===== src/hdl/vdr_pkg.sv =====
`timescale 1ns / 1ps
// ----------------------------------------------------------------------------
// vdr_pkg: shared types and constants of the virtqueue descriptor ring
// Word formats of the request and response channels, the descriptor table
// entry layout, command and result codes.
// ----------------------------------------------------------------------------
package vdr_pkg;

   localparam int RING_SIZE = 16;
   localparam int IDX_W     = $clog2(RING_SIZE);
   // Longest chain a reclaim walks before it stops.
   localparam int WALK_CAP  = (RING_SIZE < 16) ? RING_SIZE : 16;
   localparam int WALK_W    = (WALK_CAP > 1) ? $clog2(WALK_CAP) : 1;

   localparam logic       CMD_SUBMIT  = 1'b0;
   localparam logic       CMD_RECLAIM = 1'b1;

   localparam logic [1:0] KIND_SUBMITTED = 2'd0;
   localparam logic [1:0] KIND_BUSY      = 2'd1;
   localparam logic [1:0] KIND_FREED     = 2'd2;

   localparam logic [15:0] FLAG_NEXT  = 16'h0001;
   localparam logic [15:0] FLAG_WRITE = 16'h0002;

   typedef struct packed {
      logic        command;
      logic [63:0] buf_addr;
      logic [31:0] buf_len;
      logic [15:0] extra_flags;
      logic        chain_end;
      logic [3:0]  used_id;
   } req_word_type;

   typedef struct packed {
      logic [1:0]  kind;
      logic [3:0]  slot;
      logic [63:0] out_addr;
      logic [31:0] out_len;
      logic [15:0] out_flags;
      logic [3:0]  out_next;
      logic        avail_posted;
      logic [3:0]  avail_position;
      logic [3:0]  avail_head;
      logic        last;
   } rsp_word_type;

   typedef struct packed {
      logic [63:0]      addr;
      logic [31:0]      len;
      logic [15:0]      flags;
      logic [IDX_W-1:0] next;
   } entry_type;

endpackage


===== src/hdl/virtqueue_descriptor_ring_unit.sv =====
`timescale 1ns / 1ps
// ----------------------------------------------------------------------------
// virtqueue_descriptor_ring_unit: driver-side split virtqueue descriptor ring
// Builds descriptor chains in a circular table, posts chain heads to the
// avail ring and reclaims used chains descriptor by descriptor.
// ----------------------------------------------------------------------------
// A submit word writes one descriptor at the next free slot and returns one
// response word: submitted (with the avail ring post on the final descriptor
// of a chain) or slot busy. A reclaim word walks the chain starting at
// used_id, clears each descriptor and returns one freed word per descriptor,
// at most 16, with last set on the final one. The descriptor table sits in a
// single synchronous memory with a registered read; per-entry valid flops make
// the table read as all zero right after reset, so no clearing pass is
// needed and the block takes words from the first cycle. A submit makes a
// table read, then a check and write; a reclaim makes one table read per
// chain link. Both stall while the response register is still full.
// ----------------------------------------------------------------------------
module virtqueue_descriptor_ring_unit
   import vdr_pkg::*;
(
   input  logic         clock,
   input  logic         reset,
   input  logic         req_valid,
   output logic         req_ready,
   input  req_word_type req_data,
   output logic         rsp_valid,
   input  logic         rsp_ready,
   output rsp_word_type rsp_data
);

   typedef enum logic [1:0] {
      ST_IDLE = 2'b01,
      ST_EXEC = 2'b10
   } state_type;

   // Control state
   state_type          state_ff,      state_in;
   logic [IDX_W-1:0]   free_ff,       free_in;
   logic               chain_open_ff, chain_open_in;
   logic [IDX_W-1:0]   chain_head_ff, chain_head_in;
   logic [IDX_W-1:0]   avail_ff,      avail_in;
   logic [WALK_W-1:0]  walk_cnt_ff,   walk_cnt_in;
   logic               rsp_valid_ff,  rsp_valid_in;
   logic [RING_SIZE-1:0] vld_ff;

   // Payload state
   req_word_type       item_ff,       item_in;
   logic [IDX_W-1:0]   cur_idx_ff,    cur_idx_in;
   rsp_word_type       rsp_data_ff,   rsp_data_in;
   entry_type          rd_data_ff;
   logic               rd_vld_ff,     rd_vld_in;

   // Descriptor table
   entry_type          mem [RING_SIZE];

   logic               out_free;
   logic [IDX_W-1:0]   rd_addr;
   logic               wr_en;
   logic               clr_en;
   entry_type          wr_entry;
   entry_type          rd_entry;
   logic               more;
   logic               walk_stop;
   logic               is_end;

   assign out_free  = !rsp_valid_ff || rsp_ready;
   assign req_ready = (state_ff == ST_IDLE);
   assign rsp_valid = rsp_valid_ff;
   assign rsp_data  = rsp_data_ff;

   // A cleared (invalid) entry reads as all zero.
   assign rd_entry  = rd_vld_ff ? rd_data_ff : '0;
   assign more      = (rd_entry.flags & FLAG_NEXT) != 16'h0000;
   assign walk_stop = !more || (walk_cnt_ff == WALK_W'(WALK_CAP - 1));
   assign is_end    = item_ff.chain_end;

   always_comb begin
      wr_entry.addr  = item_ff.buf_addr;
      wr_entry.len   = item_ff.buf_len;
      wr_entry.flags = item_ff.extra_flags | (is_end ? FLAG_WRITE : FLAG_NEXT);
      wr_entry.next  = is_end ? '0 : IDX_W'(cur_idx_ff + 1'b1);
   end

   always_comb begin
      state_in      = state_ff;
      free_in       = free_ff;
      chain_open_in = chain_open_ff;
      chain_head_in = chain_head_ff;
      avail_in      = avail_ff;
      walk_cnt_in   = walk_cnt_ff;
      item_in       = item_ff;
      cur_idx_in    = cur_idx_ff;
      rsp_valid_in  = rsp_valid_ff && !rsp_ready;
      rsp_data_in   = rsp_data_ff;
      rd_addr       = cur_idx_ff;
      wr_en         = 1'b0;
      clr_en        = 1'b0;

      unique case (state_ff)
         ST_IDLE: begin
            // Issue the table read for the slot this word touches.
            rd_addr = (req_data.command == CMD_RECLAIM) ? IDX_W'(req_data.used_id) : free_ff;
            if (req_valid) begin
               item_in     = req_data;
               cur_idx_in  = rd_addr;
               walk_cnt_in = '0;
               state_in    = ST_EXEC;
            end
         end
         ST_EXEC: begin
            if (out_free) begin
               rsp_valid_in = 1'b1;
               rsp_data_in  = '0;
               rsp_data_in.slot = 4'(cur_idx_ff);
               if (item_ff.command == CMD_SUBMIT) begin
                  rsp_data_in.last = 1'b1;
                  state_in         = ST_IDLE;
                  if (!chain_open_ff) begin
                     chain_head_in = cur_idx_ff;
                  end
                  if (rd_vld_ff) begin
                     // Slot still in use: drop the open chain, keep what was written.
                     rsp_data_in.kind = KIND_BUSY;
                     chain_open_in    = 1'b0;
                  end else begin
                     rsp_data_in.kind = KIND_SUBMITTED;
                     wr_en            = 1'b1;
                     free_in          = IDX_W'(cur_idx_ff + 1'b1);
                     if (is_end) begin
                        rsp_data_in.avail_posted   = 1'b1;
                        rsp_data_in.avail_position = 4'(avail_ff);
                        rsp_data_in.avail_head     = chain_open_ff ? 4'(chain_head_ff)
                                                                   : 4'(cur_idx_ff);
                        avail_in      = IDX_W'(avail_ff + 1'b1);
                        chain_open_in = 1'b0;
                     end else begin
                        chain_open_in = 1'b1;
                     end
                  end
               end else begin
                  // Emit and free one descriptor, then follow its link.
                  clr_en               = 1'b1;
                  rsp_data_in.kind     = KIND_FREED;
                  rsp_data_in.out_addr = rd_entry.addr;
                  rsp_data_in.out_len  = rd_entry.len;
                  rsp_data_in.out_flags = rd_entry.flags;
                  rsp_data_in.out_next = 4'(rd_entry.next);
                  if (walk_stop) begin
                     rsp_data_in.last = 1'b1;
                     state_in         = ST_IDLE;
                  end else begin
                     rd_addr     = rd_entry.next;
                     cur_idx_in  = rd_entry.next;
                     walk_cnt_in = WALK_W'(walk_cnt_ff + 1'b1);
                  end
               end
            end
         end
         default: begin
            state_in = ST_IDLE;
         end
      endcase
   end

   // Forward a clear in flight to a read of the same slot.
   assign rd_vld_in = vld_ff[rd_addr] && !(clr_en && (cur_idx_ff == rd_addr));

   always_ff @(posedge clock) begin
      if (reset) begin
         state_ff      <= ST_IDLE;
         free_ff       <= '0;
         chain_open_ff <= 1'b0;
         chain_head_ff <= '0;
         avail_ff      <= '0;
         walk_cnt_ff   <= '0;
         rsp_valid_ff  <= 1'b0;
         vld_ff        <= '0;
      end else begin
         state_ff      <= state_in;
         free_ff       <= free_in;
         chain_open_ff <= chain_open_in;
         chain_head_ff <= chain_head_in;
         avail_ff      <= avail_in;
         walk_cnt_ff   <= walk_cnt_in;
         rsp_valid_ff  <= rsp_valid_in;
         if (wr_en) begin
            vld_ff[cur_idx_ff] <= 1'b1;
         end else if (clr_en) begin
            vld_ff[cur_idx_ff] <= 1'b0;
         end
      end
   end

   always_ff @(posedge clock) begin
      item_ff     <= item_in;
      cur_idx_ff  <= cur_idx_in;
      rsp_data_ff <= rsp_data_in;
      rd_vld_ff   <= rd_vld_in;
   end

   // Descriptor table: one write port, one registered read port.
   always_ff @(posedge clock) begin
      if (wr_en) begin
         mem[cur_idx_ff] <= wr_entry;
      end
      rd_data_ff <= mem[rd_addr];
   end

   // A taken word always starts the table access cycle.
   a_accept_exec: assert property (@(posedge clock) disable iff (reset)
      req_valid && req_ready |=> state_ff == ST_EXEC)
      else $error("accepted word did not enter execution");

   // Never overwrite a descriptor that is still in use.
   a_write_free_slot: assert property (@(posedge clock) disable iff (reset)
      wr_en |-> !vld_ff[cur_idx_ff])
      else $error("descriptor written over a busy slot");

   // A busy slot closes the open chain.
   a_busy_closes: assert property (@(posedge clock) disable iff (reset)
      state_ff == ST_EXEC && out_free && item_ff.command == CMD_SUBMIT && rd_vld_ff
      |=> !chain_open_ff && rsp_valid_ff && rsp_data_ff.kind == KIND_BUSY)
      else $error("busy slot did not abandon the chain");

   // The freed word at the walk cap is final.
   a_walk_cap: assert property (@(posedge clock) disable iff (reset)
      state_ff == ST_EXEC && out_free && item_ff.command == CMD_RECLAIM
      && walk_cnt_ff == WALK_W'(WALK_CAP - 1) |=> rsp_data_ff.last && state_ff == ST_IDLE)
      else $error("reclaim walk ran past its cap");

endmodule


===== config.mk =====
export PLATFORM = sky130hd
export DESIGN_NAME = virtqueue_descriptor_ring_unit
export DESIGN_NICKNAME = d
export VERILOG_FILES = /design/src/hdl/vdr_pkg.sv /design/src/hdl/virtqueue_descriptor_ring_unit.sv
export SDC_FILE = /design/constraint.sdc
export NUM_CORES = 2
export LEC_CHECK = 0
export BUFFER_PORTS_ARGS = -buffer_cell sky130_fd_sc_hd__buf_2
export CAP_MARGIN = 20
export CORE_UTILIZATION = 30
export CTS_CLUSTER_DIAMETER = 200
export DETAILED_ROUTE_END_ITERATION = 12
export SLEW_MARGIN = 20
export SYNTH_ARGS = -nofsm -noshare
export SYNTH_HDL_FRONTEND = slang
export SYNTH_SLANG_ARGS = --single-unit

===== constraint.sdc =====
create_clock -name clock -period 5.7 [get_ports clock]
set_input_delay 1.14 -clock clock [delete_from_list [all_inputs] [get_ports clock]]
set_output_delay 1.14 -clock clock [all_outputs]
set_load 0.01 [all_outputs]

==> impl_summary.txt <==
----------------------------------------------------
[Outcome]
  Status ... finished, final reports clean

[Synth]
  Main flop type after synthesis ... edfxtp_1
  Portion of netlist area occupied by mux cells ... ~2.3%
  Biggest area contributors in the synthesized netlist ... edfxtp_1, nand2_1, nand3_1, dfxtp_1, mux4_2
  Fraction of synthesized cell area taken by the top area cell type ... 74.3%
  Area of the mapped netlist ... ~0.085 mm2
  Synthesized-area fraction occupied by adder cells ... less than 1%
  Basic-gate share of the synthesized area counting and, or, nand and nor cells ... around 14%
  Syn Nets ... slightly above 6k
  Number of instances in the synthesized netlist ... slightly below 6k
  Sequential element share of the synthesized area ... 77.9%
  Synthesized-area fraction occupied by ao, oa, aoi and oai cells ... around 3.3%
  Number of distinct standard cells referenced by the synthesized netlist ... 57
  Cell accounting for the most synthesized area ... edfxtp_1
  Main combinational cell family by area after synthesis ... simple AND/OR/NAND/NOR gates
  Mean cell area of the mapped netlist ... 14.4 um2
  Async set-or-reset flop fraction in the synthesized netlist ... 0%
  Synth Area in XOR/XNOR ... less than 1%
  Number of flip-flops and latches in the synthesized netlist ... between 2k and 2.5k
  Yosys warnings ... 0
  Post-synth EDFFs ... between 2k and 2.5k

[Global routing]
  Vias in the first global route ... roughly 50k
  GRT Total Usage ... between 10% and 20%
  Initial antenna violation count ... 14
  Gr ovfl total ... 0
  Maximum number of pins on one net before global-route repair ... 126
  Wire length of the first global-routing pass ... 348000 um

[Final layout]
  Share of the core filled with cells ... 35.1%
  Area of the multi-input gates ... ~0.017 mm2
  Area growth, synth to finish ... 16.5%
  Filler instances ... about 27k
  Share of cells above drive strength 1 ... between 10% and 20%
  Finished Layout Cells ... roughly 10k
  Nets@finish ... around 6.3k
  FF+latch area ... between 0.06 and 0.07 mm2

[Min path]
  Path type of the worst min-delay path ... input port to flip-flop

[Flow run]
  Number of max-cap violations ... 0

[Die]
  Floorplan die height ... approximately 530 um
  Num rows ... just under 200
  Die W ... between 500 and 600 um
  Effective utilization at floorplan ... between 30 and 40%
  Placeable core region ... between 0.2 and 0.3 mm2
  Die Outline Area ... around 0.29 mm2
  Ports ... ~260

[Timing]
  Number of max-slew violations in the final report ... 0
  Clock period minus final worst setup slack ... approximately 4.3 ns
  Actual slew at the worst max-slew pin ... slightly above 1 ns
  Unrepaired setup endpoints after global routing ... false
  Ratio of final minimum period to clock period ... approximately three quarters
  Final Hold Viols ... 0
  Setup TNS ... 0 ns
  Fin Hold WS ... 0.418 ns
  Total setup violations reported at the end of the flow ... 0
  F_max ... 231 MHz
  Clock Skew ... between 0.08 and 0.09 ns
  Slew headroom ... between 30% and 40%

[Place]
  Placed wire-length estimate ... 130000 um
  Port Buffers ... between 200 and 300
  Gp weighted congestion ... slightly above 0.8
  Placed Cells ... slightly below 10k

[Worst setup path]
  Largest fanout of any net on the critical path ... 54
  Critical path class ... flip-flop to flip-flop
  Critical path arrival ... a little over 5 ns
  Required time at the endpoint of the critical path ... around 6.4 ns
  Crit path launch type ... flip-flop
  Crit. End Element ... flip-flop

[Clocking]
  Post-CTS Repair Setup Buffers ... 0
  Clock buffer count from CTS ... about 240
  TritonCTS clock tree ... yes
  CTS max path bufs ... 4
  CTS root buffer ... clkbuf_16
  Clock sink total ... 2259
  CTS resizes ... 0
  CTS clock-pin slew for the worst setup and hold paths ... roughly 0.06 ns
  Number of hold buffers added after CTS ... 0
  CTS HTree Levels ... 4
  Insertion delay to the later sink of the worst-skew pair ... approximately 0.9 ns

[Drt]
  DRC errors left ... 0
  Detail Route Antenna Nets ... 0
  Iteration-0 DRC Markers ... 5241
  Detailed Route WL ... roughly 240000 um
  Number of iterations in the first detailed-routing pass ... 6
  Wire length per cell ... roughly 24 um
  Average via count per standard cell ... 5.01
  Overall via count from detail_route ... between 50k and 60k

[Power]
  Worst ir drop on vdd ... between 0.2 and 0.3 mV
  Static leakage power ... 33.8 nW
  Power Dens Cells ... approximately 400 mW/mm2

----------------------------------------------------
[through the flow]
step | power, mW | setup slack (ns) | area, um2
6_report | 39.2 | 1.37 | 99200
5_1_grt | 40.5 | 1.13 | 99100
4_1_cts | 39.6 | 1.35 | 99100
3_5_place_dp | 24.2 | 1.12 | 91400
3_3_place_gp | 24.1 | 1.15 | 91400
2_1_floorplan | 22.2 | 0.712 | 85100
[cell families (layout without fill, tap and decap cells)]
group,count (synthesis),in the layout
AO/OA/AOI/OAI,389,389
XOR/XNOR,5,5
adder cells (fa/ha/maj),8,8
buffers and inverters,401,859
flip-flops,2259,2259
multiplexers,101,101
other,0,10
AND/OR/NAND/NOR,2761,2761
[sequential cells by signal, summed over array words and instances (netlist names), 113 cells and up, named ones only]
signal / cells
rd_data_ff: 116
rsp_data: 132
item_ff: 113
mem: 1856
[cell usage after synthesis, types with 21 or more instances]
cell type	count
o21ai_0	21
mux4_2	78
buf_4	22
o211ai_1	77
a31oi_1	80
nand2_1	1624
edfxtp_1	2106
a32oi_1	117
nand4_1	81
nand3_1	857
and3_1	116
inv_1	26
clkbuf_1	177
buf_2	156
nor2_1	43
dfxtp_1	153
a21oi_1	72
[cell usage in the layout (no fill, tap or decap), drive strengths merged, types with 2 or more instances in the layout]
master | Yosys | routed
edfxtp | 2106 | 2106
nand2 | 1624 | 1624
nand3 | 859 | 859
buf | 197 | 399
clkbuf | 177 | 334
dfxtp | 153 | 153
a32oi | 117 | 117
and3 | 116 | 116
nand4 | 82 | 82
a31oi | 80 | 80
mux4 | 78 | 78
o211ai | 77 | 77
a21oi | 72 | 72
clkinv | 1 | 66
nor2 | 43 | 43
inv | 26 | 39
o21ai | 21 | 21
bufinv | 0 | 20
mux2i | 19 | 19
diode | 0 | 10
ha | 8 | 8
nand2b | 6 | 6
nor3 | 6 | 6
and2 | 5 | 5
mux2 | 4 | 4
nor2b | 4 | 4
o31ai | 4 | 4
nor4 | 4 | 4
or3 | 4 | 4
or2 | 4 | 4
xor2 | 3 | 3
a211oi | 3 | 3
nand4b | 2 | 2
a22o | 2 | 2
xnor2 | 2 | 2
a22oi | 2 | 2
a21o | 2 | 2
a21boi | 2 | 2
a311oi | 2 | 2
[critical path: stages, from the launching register on]
cell	delay [ns]
dfxtp_1	0.33
inv_1	0.06
ha_1	0.73
inv_1	0.29
a311oi_1	0.55
or3_4	0.84
buf_12	0.36
nand2_1	0.09
a31oi_1	0.23
a32oi_1	0.10
o211ai_1	0.53
[where the power goes]
group / total [mW] / switching (mW) / internal (mW)
Clock: 15.4 / 6.44 / 8.95
Sequential: 19.4 / 0.689 / 18.7
Combinational: 4.38 / 2.99 / 1.39
Total: 39.2 / 10.1 / 29.1
[routing by layer]
metal,up-vias,part of all wire [%],global-route usage [%]
met4,2,2.9,4.86
met5,-,0.0046,0
met2,1938,48,27.1
met3,375,6.6,2.33
met1,25800,42,22.1
li1,22600,-,-
[area by class of cell]
type / count / share of cell area [%]
clock buffer: 334 / 6.64
antenna: 10 / 0.0252
sequential: 2259 / 66.9
inverter: 27 / 0.189
tap: 3743 / 4.72
multi-input combinational: 3264 / 17.2
clock inverter: 99 / 1.13
timing repair buffer: 399 / 3.21
[path summary, 6_finish.rpt]
check	start	end	slack, ns	cells past startpoint
setup reg to reg	state_ff[0]$_SDFFE_PP1P_	rd_data_ff[37]$_DFF_P_	1.37	10
hold reg to reg	state_ff[0]$_SDFFE_PP1P_	state_ff[0]$_SDFFE_PP1P_	0.47	2
setup / recovery	state_ff[0]$_SDFFE_PP1P_	rd_data_ff[37]$_DFF_P_	1.37	10
hold / removal	req_data[55]	item_ff[55]$_DFFE_PP_	0.42	1
Note: power is estimated with default switching activity, not from simulation.
